`src/sv/imm_pkg.sv`:
```
// ----------------------------------------------------------------------------
// imm_pkg
// Shared types, codes and helpers of the integer matrix multiply core.
// ----------------------------------------------------------------------------
`default_nettype none

package imm_pkg;

    localparam int MAX_DIM_DEF = 8;
    localparam int DIM_W       = 4;
    localparam int IDX_W       = 3;
    localparam int VAL_W       = 32;
    localparam int CFG_AW      = 4;
    localparam int CFG_DW      = 32;

    localparam logic [1:0] OP_LOAD_A = 2'd0;
    localparam logic [1:0] OP_LOAD_B = 2'd1;
    localparam logic [1:0] OP_MUL    = 2'd2;

    localparam logic [1:0] REG_ROWS_A  = 2'd0;
    localparam logic [1:0] REG_INNER_A = 2'd1;
    localparam logic [1:0] REG_ROWS_B  = 2'd2;
    localparam logic [1:0] REG_COLS_B  = 2'd3;

    typedef enum logic [1:0] {
        ST_IDLE,
        ST_MAC,
        ST_DRAIN,
        ST_EMIT
    } t_state;

    typedef struct packed {
        logic [1:0]              op;
        logic [IDX_W-1:0]        row;
        logic [IDX_W-1:0]        col;
        logic signed [VAL_W-1:0] value;
    } t_in_item;

    typedef struct packed {
        logic [IDX_W-1:0]        out_row;
        logic [IDX_W-1:0]        out_col;
        logic signed [VAL_W-1:0] product;
        logic                    last;
        logic                    mismatch;
    } t_out_item;

    typedef struct packed {
        logic [DIM_W-1:0] rows_a;
        logic [DIM_W-1:0] inner_a;
        logic [DIM_W-1:0] rows_b;
        logic [DIM_W-1:0] cols_b;
    } t_dims;

    typedef struct packed {
        logic issue;
        logic first;
    } t_mac_ctl;

    function automatic logic [DIM_W-1:0] clamp_dim(input logic [DIM_W-1:0] v,
                                                   input int max_dim);
        logic [DIM_W-1:0] res;
        res = v;
        if (v == '0) begin
            res = DIM_W'(1);
        end else if (int'(v) > max_dim) begin
            res = DIM_W'(max_dim);
        end
        return res;
    endfunction

endpackage

`default_nettype wire

```
`src/sv/int_matrix_multiply_core.sv`:
```
// ----------------------------------------------------------------------------
// int_matrix_multiply_core
// Integer matrix multiply engine with APB configuration of matrix sizes.
// ----------------------------------------------------------------------------
// A load item (op 0 for A, op 1 for B) is written to its store. A compute item
// (op 2) holds the input stalled while one multiply-accumulate unit walks the
// product in row-major order: each element takes one MAC step per inner index,
// then drains the store read, product and accumulate registers, then is handed
// to the output register, which output stall can hold. A size mismatch gives
// its single item straight to the output register. Store entries must be
// loaded before a compute reads them.
`default_nettype none

module int_matrix_multiply_core #(
    parameter int MAX_DIM = imm_pkg::MAX_DIM_DEF
) (
    input  wire logic                        i_clk,
    input  wire logic                        i_rst_n,
    input  wire logic                        i_in_valid,
    input  wire imm_pkg::t_in_item           i_in_item,
    output logic                             o_in_stall,
    output logic                             o_out_valid,
    output imm_pkg::t_out_item               o_out_item,
    input  wire logic                        i_out_stall,
    input  wire logic                        psel,
    input  wire logic                        penable,
    input  wire logic                        pwrite,
    input  wire logic [imm_pkg::CFG_AW-1:0]  paddr,
    input  wire logic [imm_pkg::CFG_DW-1:0]  pwdata,
    output logic [imm_pkg::CFG_DW-1:0]       prdata,
    output logic                             pready
);

    localparam int DEPTH = MAX_DIM * MAX_DIM;
    localparam int AW    = (MAX_DIM > 1) ? $clog2(DEPTH) : 1;

    imm_pkg::t_dims                r_dims;
    logic                          cfg_wr;
    logic [1:0]                    cfg_idx;
    logic [imm_pkg::DIM_W-1:0]     cfg_val;
    logic [imm_pkg::DIM_W-1:0]     rd_val;
    logic                          we_a;
    logic                          we_b;
    logic [AW-1:0]                 waddr;
    logic [imm_pkg::VAL_W-1:0]     wdata;
    logic [AW-1:0]                 raddr_a;
    logic [AW-1:0]                 raddr_b;
    logic [imm_pkg::VAL_W-1:0]     rdata_a;
    logic [imm_pkg::VAL_W-1:0]     rdata_b;
    imm_pkg::t_mac_ctl             mac_ctl;
    logic                          mac_busy;
    logic [imm_pkg::VAL_W-1:0]     acc;

    assign pready  = 1'b1;
    assign cfg_wr  = psel && penable && pwrite && pready;
    assign cfg_idx = paddr[3:2];
    assign cfg_val = imm_pkg::clamp_dim(pwdata[imm_pkg::DIM_W-1:0], MAX_DIM);

    always_ff @(posedge i_clk) begin
        if (!i_rst_n) begin
            r_dims.rows_a  <= imm_pkg::clamp_dim(imm_pkg::DIM_W'(8), MAX_DIM);
            r_dims.inner_a <= imm_pkg::clamp_dim(imm_pkg::DIM_W'(8), MAX_DIM);
            r_dims.rows_b  <= imm_pkg::clamp_dim(imm_pkg::DIM_W'(8), MAX_DIM);
            r_dims.cols_b  <= imm_pkg::clamp_dim(imm_pkg::DIM_W'(8), MAX_DIM);
        end else if (cfg_wr) begin
            unique case (cfg_idx)
                imm_pkg::REG_ROWS_A:  r_dims.rows_a  <= cfg_val;
                imm_pkg::REG_INNER_A: r_dims.inner_a <= cfg_val;
                imm_pkg::REG_ROWS_B:  r_dims.rows_b  <= cfg_val;
                imm_pkg::REG_COLS_B:  r_dims.cols_b  <= cfg_val;
                default:              r_dims         <= r_dims;
            endcase
        end
    end

    always_comb begin
        unique case (cfg_idx)
            imm_pkg::REG_ROWS_A:  rd_val = r_dims.rows_a;
            imm_pkg::REG_INNER_A: rd_val = r_dims.inner_a;
            imm_pkg::REG_ROWS_B:  rd_val = r_dims.rows_b;
            imm_pkg::REG_COLS_B:  rd_val = r_dims.cols_b;
            default:              rd_val = '0;
        endcase
    end

    assign prdata = imm_pkg::CFG_DW'(rd_val);

    imm_seq #(
        .MAX_DIM (MAX_DIM)
    ) u_seq (
        .i_clk       (i_clk),
        .i_rst_n     (i_rst_n),
        .i_in_valid  (i_in_valid),
        .i_in_item   (i_in_item),
        .o_in_stall  (o_in_stall),
        .i_dims      (r_dims),
        .o_we_a      (we_a),
        .o_we_b      (we_b),
        .o_waddr     (waddr),
        .o_wdata     (wdata),
        .o_raddr_a   (raddr_a),
        .o_raddr_b   (raddr_b),
        .o_mac       (mac_ctl),
        .i_mac_busy  (mac_busy),
        .i_acc       (acc),
        .o_out_valid (o_out_valid),
        .o_out_item  (o_out_item),
        .i_out_stall (i_out_stall)
    );

    imm_ram #(
        .WIDTH (imm_pkg::VAL_W),
        .DEPTH (DEPTH)
    ) u_left_store (
        .i_clk   (i_clk),
        .i_we    (we_a),
        .i_waddr (waddr),
        .i_wdata (wdata),
        .i_raddr (raddr_a),
        .o_rdata (rdata_a)
    );

    imm_ram #(
        .WIDTH (imm_pkg::VAL_W),
        .DEPTH (DEPTH)
    ) u_right_store (
        .i_clk   (i_clk),
        .i_we    (we_b),
        .i_waddr (waddr),
        .i_wdata (wdata),
        .i_raddr (raddr_b),
        .o_rdata (rdata_b)
    );

    imm_mac u_mac (
        .i_clk   (i_clk),
        .i_rst_n (i_rst_n),
        .i_ctl   (mac_ctl),
        .i_a     (rdata_a),
        .i_b     (rdata_b),
        .o_busy  (mac_busy),
        .o_acc   (acc)
    );

endmodule

`default_nettype wire

```
`src/sv/imm_ram.sv`:
```
// ----------------------------------------------------------------------------
// imm_ram
// Generic single-write, single-read memory with registered read data.
// ----------------------------------------------------------------------------
`default_nettype none

module imm_ram #(
    parameter int WIDTH = 32,
    parameter int DEPTH = 64,
    localparam int AW = (DEPTH > 1) ? $clog2(DEPTH) : 1
) (
    input  wire logic             i_clk,
    input  wire logic             i_we,
    input  wire logic [AW-1:0]    i_waddr,
    input  wire logic [WIDTH-1:0] i_wdata,
    input  wire logic [AW-1:0]    i_raddr,
    output logic      [WIDTH-1:0] o_rdata
);

    logic [WIDTH-1:0] r_mem [DEPTH];
    logic [WIDTH-1:0] r_rdata;

    always_ff @(posedge i_clk) begin
        if (i_we) begin
            r_mem[i_waddr] <= i_wdata;
        end
        r_rdata <= r_mem[i_raddr];
    end

    assign o_rdata = r_rdata;

endmodule

`default_nettype wire

```
`src/sv/imm_mac.sv`:
```
// ----------------------------------------------------------------------------
// imm_mac
// Shared multiply-accumulate unit: registered product, then wrapping sum.
// ----------------------------------------------------------------------------
`default_nettype none

module imm_mac (
    input  wire logic                        i_clk,
    input  wire logic                        i_rst_n,
    input  wire imm_pkg::t_mac_ctl           i_ctl,
    input  wire logic [imm_pkg::VAL_W-1:0]   i_a,
    input  wire logic [imm_pkg::VAL_W-1:0]   i_b,
    output logic                             o_busy,
    output logic [imm_pkg::VAL_W-1:0]        o_acc
);

    logic                          r_v1;
    logic                          r_f1;
    logic                          r_v2;
    logic                          r_f2;
    logic [imm_pkg::VAL_W-1:0]     r_prod;
    logic [imm_pkg::VAL_W-1:0]     r_acc;
    logic [imm_pkg::VAL_W-1:0]     n_full;

    assign n_full = i_a * i_b;

    always_ff @(posedge i_clk) begin
        if (!i_rst_n) begin
            r_v1 <= 1'b0;
            r_v2 <= 1'b0;
        end else begin
            r_v1 <= i_ctl.issue;
            r_v2 <= r_v1;
        end
        r_f1 <= i_ctl.first;
        r_f2 <= r_f1;
        if (r_v1) begin
            r_prod <= n_full;
        end
        if (r_v2) begin
            r_acc <= r_f2 ? r_prod : r_acc + r_prod;
        end
    end

    assign o_busy = r_v1 | r_v2;
    assign o_acc  = r_acc;

endmodule

`default_nettype wire

```
`src/sv/imm_seq.sv`:
```
// ----------------------------------------------------------------------------
// imm_seq
// Sequencer: takes items, writes the stores, walks the product elements
// through the shared MAC and holds the result register.
// ----------------------------------------------------------------------------
`default_nettype none

module imm_seq #(
    parameter int MAX_DIM = imm_pkg::MAX_DIM_DEF,
    localparam int AW = (MAX_DIM > 1) ? $clog2(MAX_DIM * MAX_DIM) : 1
) (
    input  wire logic                      i_clk,
    input  wire logic                      i_rst_n,
    input  wire logic                      i_in_valid,
    input  wire imm_pkg::t_in_item         i_in_item,
    output logic                           o_in_stall,
    input  wire imm_pkg::t_dims            i_dims,
    output logic                           o_we_a,
    output logic                           o_we_b,
    output logic [AW-1:0]                  o_waddr,
    output logic [imm_pkg::VAL_W-1:0]      o_wdata,
    output logic [AW-1:0]                  o_raddr_a,
    output logic [AW-1:0]                  o_raddr_b,
    output imm_pkg::t_mac_ctl              o_mac,
    input  wire logic                      i_mac_busy,
    input  wire logic [imm_pkg::VAL_W-1:0] i_acc,
    output logic                           o_out_valid,
    output imm_pkg::t_out_item             o_out_item,
    input  wire logic                      i_out_stall
);

    imm_pkg::t_state            r_state;
    imm_pkg::t_state            n_state;
    logic [imm_pkg::DIM_W-1:0]  r_i;
    logic [imm_pkg::DIM_W-1:0]  r_j;
    logic [imm_pkg::DIM_W-1:0]  r_k;
    logic [imm_pkg::DIM_W-1:0]  n_i;
    logic [imm_pkg::DIM_W-1:0]  n_j;
    logic [imm_pkg::DIM_W-1:0]  n_k;
    logic                       r_mis;
    logic                       n_mis;
    logic                       r_out_valid;
    imm_pkg::t_out_item         r_out_item;
    logic                       accept;
    logic                       is_mul;
    logic                       dim_bad;
    logic                       k_last;
    logic                       j_last;
    logic                       i_last;
    logic                       run_last;
    logic                       out_load;
    logic                       load_ok;

    assign accept   = i_in_valid && !o_in_stall;
    assign is_mul   = i_in_item.op == imm_pkg::OP_MUL;
    assign dim_bad  = i_dims.inner_a != i_dims.rows_b;
    assign k_last   = r_k == i_dims.inner_a - imm_pkg::DIM_W'(1);
    assign j_last   = r_j == i_dims.cols_b - imm_pkg::DIM_W'(1);
    assign i_last   = r_i == i_dims.rows_a - imm_pkg::DIM_W'(1);
    assign run_last = r_mis || (i_last && j_last);
    assign load_ok  = (int'(i_in_item.row) < MAX_DIM) && (int'(i_in_item.col) < MAX_DIM);

    always_comb begin
        n_state = r_state;
        unique case (r_state)
            imm_pkg::ST_IDLE: begin
                if (accept && is_mul) begin
                    n_state = dim_bad ? imm_pkg::ST_EMIT : imm_pkg::ST_MAC;
                end
            end
            imm_pkg::ST_MAC: begin
                if (k_last) begin
                    n_state = imm_pkg::ST_DRAIN;
                end
            end
            imm_pkg::ST_DRAIN: begin
                if (!i_mac_busy) begin
                    n_state = imm_pkg::ST_EMIT;
                end
            end
            imm_pkg::ST_EMIT: begin
                if (out_load) begin
                    n_state = run_last ? imm_pkg::ST_IDLE : imm_pkg::ST_MAC;
                end
            end
            default: n_state = imm_pkg::ST_IDLE;
        endcase
    end

    always_comb begin
        o_in_stall = 1'b1;
        o_mac      = '0;
        out_load   = 1'b0;
        unique case (r_state)
            imm_pkg::ST_IDLE:  o_in_stall = 1'b0;
            imm_pkg::ST_MAC: begin
                o_mac.issue = 1'b1;
                o_mac.first = r_k == '0;
            end
            imm_pkg::ST_DRAIN: o_mac = '0;
            imm_pkg::ST_EMIT:  out_load = !r_out_valid || !i_out_stall;
            default:           o_in_stall = 1'b1;
        endcase
    end

    always_comb begin
        o_we_a = 1'b0;
        o_we_b = 1'b0;
        if (accept && load_ok) begin
            unique case (i_in_item.op)
                imm_pkg::OP_LOAD_A: o_we_a = 1'b1;
                imm_pkg::OP_LOAD_B: o_we_b = 1'b1;
                default:            o_we_a = 1'b0;
            endcase
        end
    end

    assign o_waddr   = AW'(int'(i_in_item.row) * MAX_DIM + int'(i_in_item.col));
    assign o_wdata   = i_in_item.value;
    assign o_raddr_a = AW'(int'(r_i) * MAX_DIM + int'(r_k));
    assign o_raddr_b = AW'(int'(r_k) * MAX_DIM + int'(r_j));

    always_comb begin
        n_i   = r_i;
        n_j   = r_j;
        n_k   = r_k;
        n_mis = r_mis;
        if (r_state == imm_pkg::ST_IDLE && accept && is_mul) begin
            n_i   = '0;
            n_j   = '0;
            n_k   = '0;
            n_mis = dim_bad;
        end else if (r_state == imm_pkg::ST_MAC) begin
            n_k = k_last ? '0 : r_k + imm_pkg::DIM_W'(1);
        end else if (r_state == imm_pkg::ST_EMIT && out_load && !run_last) begin
            if (j_last) begin
                n_j = '0;
                n_i = r_i + imm_pkg::DIM_W'(1);
            end else begin
                n_j = r_j + imm_pkg::DIM_W'(1);
            end
        end
    end

    always_ff @(posedge i_clk) begin
        if (!i_rst_n) begin
            r_state     <= imm_pkg::ST_IDLE;
            r_out_valid <= 1'b0;
        end else begin
            r_state <= n_state;
            if (out_load) begin
                r_out_valid <= 1'b1;
            end else if (!i_out_stall) begin
                r_out_valid <= 1'b0;
            end
        end
        r_i   <= n_i;
        r_j   <= n_j;
        r_k   <= n_k;
        r_mis <= n_mis;
        if (out_load) begin
            r_out_item.out_row  <= r_i[imm_pkg::IDX_W-1:0];
            r_out_item.out_col  <= r_j[imm_pkg::IDX_W-1:0];
            r_out_item.product  <= r_mis ? '0 : i_acc;
            r_out_item.last     <= run_last;
            r_out_item.mismatch <= r_mis;
        end
    end

    assign o_out_valid = r_out_valid;
    assign o_out_item  = r_out_item;

`ifndef SYNTHESIS
    a_mis_shape: assert property (@(posedge i_clk) disable iff (!i_rst_n)
        (r_out_valid && r_out_item.mismatch) |->
            (r_out_item.last && r_out_item.product == '0))
        else $error("mismatch item without last or with nonzero product");

    a_emit_drained: assert property (@(posedge i_clk) disable iff (!i_rst_n)
        (r_state == imm_pkg::ST_EMIT && !r_mis) |-> !i_mac_busy)
        else $error("result taken while MAC still busy");

    a_drain_next: assert property (@(posedge i_clk) disable iff (!i_rst_n)
        (r_state == imm_pkg::ST_DRAIN) |=>
            (r_state == imm_pkg::ST_DRAIN || r_state == imm_pkg::ST_EMIT))
        else $error("drain left for a state other than emit");

    a_mac_idle: assert property (@(posedge i_clk) disable iff (!i_rst_n)
        (r_state == imm_pkg::ST_IDLE) |=> (!i_mac_busy || $past(i_mac_busy)))
        else $error("MAC started while sequencer idle");
`endif

endmodule

`default_nettype wire
```
`config.mk`:
```
export PLATFORM = sky130hd
export DESIGN_NAME = int_matrix_multiply_core
export DESIGN_NICKNAME = d
export VERILOG_FILES = /design/src/sv/imm_pkg.sv /design/src/sv/int_matrix_multiply_core.sv /design/src/sv/imm_ram.sv /design/src/sv/imm_mac.sv /design/src/sv/imm_seq.sv
export SDC_FILE = /design/constraint.sdc
export NUM_CORES = 2
export LEC_CHECK = 0
export BUFFER_PORTS_ARGS = -buffer_cell sky130_fd_sc_hd__buf_2
export CAP_MARGIN = 20
export CORE_MARGIN = 2
export CORE_UTILIZATION = 50
export DETAILED_ROUTE_END_ITERATION = 8
export HOLD_SLACK_MARGIN = 0.08
export PLACE_DENSITY_LB_ADDON = 0.05
export SLEW_MARGIN = 20
export SYNTH_ARGS = -nofsm -noshare
export SYNTH_HDL_FRONTEND = slang
export SYNTH_SLANG_ARGS = --single-unit
export TNS_END_PERCENT = 30
```
`constraint.sdc`:
```
create_clock -name i_clk -period 8.9 [get_ports i_clk]
set_input_delay 0.445 -clock i_clk [delete_from_list [all_inputs] [get_ports i_clk]]
set_output_delay 0.445 -clock i_clk [all_outputs]
set_load 0.01 [all_outputs]
```
==> impl_metrics.env <==
export IMPL_outcome="complete, no violations"
export IMPL_final_nets=9490
export IMPL_finalSetupViolations=0
export IMPL_cts_tree="done"
export IMPL_hp_start="i_in_item[28]"
export IMPL_dieHeight_um=603
export IMPL_grt_usage=0.264
export IMPL_tightestPinTransition_ns=1.25
export IMPL_rsz0062_at_grt="false"
export IMPL_yosys_area_share_simple=0.0260
export IMPL_rows=220
export IMPL_syn_inst=8395
export IMPL_vias_per_cell=6.14
export IMPL_slew_headroom=0.168
export IMPL_finalWeightedCongestion=0.827
export IMPL_synthTopCellsByArea="edfxtp_1 70%, mux4_2 17%, fa_1 4.6%, ha_1 1.2%, and2_1 1.2%"
export IMPL_drc_errors=0
export IMPL_synth_xor_xnor_area_share=0.00683
export IMPL_dp_cells=13100
export IMPL_clkTransAtPathRegs_ns=0.06
export IMPL_synth_cell_type_count=57
export IMPL_synth_adder_area_share=0.0574
export IMPL_synth_edff_count=4201
export IMPL_regToRegSetupSlack_ns=1.07
export IMPL_synth_top_family_by_area="multiplexers"
export IMPL_dp_hpwl_mm=273
export IMPL_ant_nets=0
export IMPL_globalRoute_totalOverflow=0
export IMPL_max_freq_ghz=0.128
export IMPL_die_x_um=603
export IMPL_io_pins=158
export IMPL_syn_cell_area_mm2=0.180
export IMPL_ys_ff_latch=4300
export IMPL_yosys_warnings=0
export IMPL_r2r_start="u_right_store.o_rdata[3]$_DFF_P_"
export IMPL_reg2reg_depth=23
export IMPL_drt_total_wl_mm=477
export IMPL_numCtsBuffers=447
export IMPL_grt_pass1_vias=88900
export IMPL_synth_top_area_frac=0.702
export IMPL_finalNonFillerCells=14000
export IMPL_syn2layout_area_growth_pct=12.6
export IMPL_core_mm2=0.358
export IMPL_required_ns=9.58
export IMPL_drt_iter0_drc=10300
export IMPL_synthArstFlopShare=0
export IMPL_finalClockSkew_ns=0.0806
export IMPL_clk_path_buf_depth=4
export IMPL_synth_mux_area_frac=0.170
export IMPL_end_kind="flop"
export IMPL_cts_sink_count=4300
export IMPL_ctsResizeCount=0
export IMPL_synthTopCellsByCount="4201 x edfxtp_1, 1337 x mux4_2, 414 x inv_1, 409 x fa_1, 334 x and2_1"
export IMPL_drive_gt1_frac=0.266
export IMPL_setup_tns_ns=0
export IMPL_hold_buffers=49
export IMPL_yosysMostFrequentCell="edfxtp_1"
export IMPL_drt_pass1_iter_count=5
export IMPL_syn_avg_cell_area_um2=21.4
export IMPL_synth_compound_area_share=0.00686
export IMPL_cts_root_buffer="clkbuf_16"
export IMPL_portBuffers=98
export IMPL_synth_largest_area_cell="edfxtp_1"
export IMPL_start_util=0.501
export IMPL_arrival_ns=8.50
export IMPL_grt_pass1_wl_mm=672
export IMPL_cts_max_level=5
export IMPL_die_area_mm2=0.364
export IMPL_fin_crit_ns=7.83
export IMPL_critPathKind="flop to flop"
export IMPL_seq_area_frac_synth=0.713
export IMPL_grt_max_degree=133
export IMPL_route_vias_total=86100
export IMPL_finalHoldViolations=0
export IMPL_cp_max_fo=29
export IMPL_antenna_found_initial=52
export IMPL_startpoint_type="flop"
export IMPL_min_to="u_right_store.r_mem[44][28]$_DFFE_PP_"
export IMPL_ys_flop_type="edfxtp_1"
export IMPL_wl_per_cell_um=34.0
export IMPL_finalCritPeriodShare=0.880
export IMPL_hold_path_class="input port to flop"
export IMPL_insertion_delay_ns=1.01
export IMPL_r2r_end="u_mac.r_prod[29]$_DFFE_PP_"
export IMPL_slew_violations=0
export IMPL_drv_cap=0
export IMPL_postCtsSetupBuffers=0
export IMPL_hold_path_depth=1
[placed cells by master (no fill, tap or decap), types with 8 or more instances in the layout]
master,n
mux4_2,1337
ha_1,166
or3_1,8
fa_1,409
a21oi_1,45
inv_1,414
dfxtp_1,91
nor2b_1,48
xnor2_1,100
xor2_1,38
clkinv_16,8
nand3b_1,8
mux2_2,13
nand2b_1,8
buf_12,20
o21ai_0,63
mux2i_1,32
nand3_1,16
buf_4,263
conb_1,29
clkinv_2,73
a21o_1,23
clkinv_1,117
buf_2,66
nor3_1,13
o21a_1,14
edfxtp_1,4201
nand2_1,290
nor2_1,51
and2_1,334
bufinv_16,27
clkbuf_1,121
diode_2,46
nor2_4,128
dlygate4sd3_1,49
clkbuf_16,453
[cell type report]
| cell class | count | area [µm²] |
|---|---|---|
| multi-input combinational | 3262 | 49200 |
| clock inverter | 247 | 2120 |
| clock buffer | 580 | 11900 |
| inverter | 415 | 1560 |
| fill | 26700 | 156000 |
| antenna | 46 | 115 |
| timing repair buffer | 402 | 3270 |
| sequential | 4300 | 128000 |
| tap | 4773 | 5970 |
[sequential cells by signal (all words and copies together), names as in the netlist]
register and cells:
u_mac.r_v1 1, u_mac.o_acc 32, u_seq.r_mis 1, u_right_store.r_mem 2048, u_seq.r_i 4, u_seq.o_out_item 40, u_seq.r_state 2, u_right_store.o_rdata 32
r_dims 16, u_seq.r_j 4, u_mac.r_v2 1, u_seq.r_k 4, u_seq.o_out_valid 1, u_mac.r_f2 1, u_left_store.r_mem 2048, u_mac.r_f1 1
u_left_store.o_rdata 32, u_mac.r_prod 32
[through the flow]
step | instance area [µm²] | util | worst slack (ns) | hold slack [ns]
2_1_floorplan | 180000 | - | 1.94 | 0.310
3_3_place_gp | 188000 | 0.523 | 1.07 | 0.317
3_5_place_dp | 188000 | 0.523 | 1.07 | 0.331
4_1_cts | 202000 | 0.564 | 1.04 | 0.115
5_1_grt | 202000 | 0.564 | 0.640 | 0.170
6_report | 202000 | 0.564 | 1.07 | 0.161
[per-layer routing]
| layer | global-route usage | wire, µm | vias up |
|---|---|---|---|
| li1 | - | - | 34600 |
| met1 | 0.395 | 207000 | 47800 |
| met2 | 0.416 | 227000 | 3164 |
| met3 | 0.0394 | 33600 | 503 |
| met4 | 0.0575 | 9780 | 10 |
| met5 | 0 | 64 | - |
[logic make-up (layout without fill, tap and decap cells)]
family | after synthesis | in the layout
and+or+nand+nor | 935 | 935
adders and majority gates | 579 | 579
muxes | 1382 | 1382
other | 2 | 75
buffers and inverters | 860 | 1644
AOI/OAI and AO/OA | 197 | 197
DFF | 4300 | 4300
xor gates and xnor gates | 140 | 140
[worst max path at each step]
| stage | depth (start not counted) | startpoint | endpoint |
|---|---|---|---|
| finish | 23 | u_right_store.o_rdata[3]$_DFF_P_ | u_mac.r_prod[29]$_DFFE_PP_ |
| CTS | 23 | u_right_store.o_rdata[3]$_DFF_P_ | u_mac.r_prod[29]$_DFFE_PP_ |
| global placement | 23 | u_right_store.o_rdata[3]$_DFF_P_ | u_mac.r_prod[31]$_DFFE_PP_ |
| detailed placement | 23 | u_right_store.o_rdata[3]$_DFF_P_ | u_mac.r_prod[29]$_DFFE_PP_ |
| global route | 21 | u_right_store.o_rdata[3]$_DFF_P_ | u_mac.r_prod[31]$_DFFE_PP_ |
| floorplan | 23 | u_right_store.o_rdata[4]$_DFF_P_ | u_mac.r_prod[31]$_DFFE_PP_ |
[worst max-delay path, stage by stage (launching register included)]
cell and delay (ns):
dfxtp_1 0.99, and2_1 0.27, fa_1 0.42, inv_1 0.08, fa_1 0.43, fa_1 0.48, fa_1 0.59, inv_1 0.07
fa_1 0.50, inv_1 0.06, fa_1 0.52, inv_1 0.05, fa_1 0.49, fa_1 0.41, ha_1 0.38, a21o_1 0.21
a21o_1 0.18, a21oi_1 0.23, o21ai_0 0.14, a221oi_1 0.37, a311o_1 0.30, o21bai_1 0.08, a21oi_1 0.18, xnor2_1 0.10
Power is not shown: default switching activity piles up to over one toggle a cycle in this logic, so the estimate is an artifact.
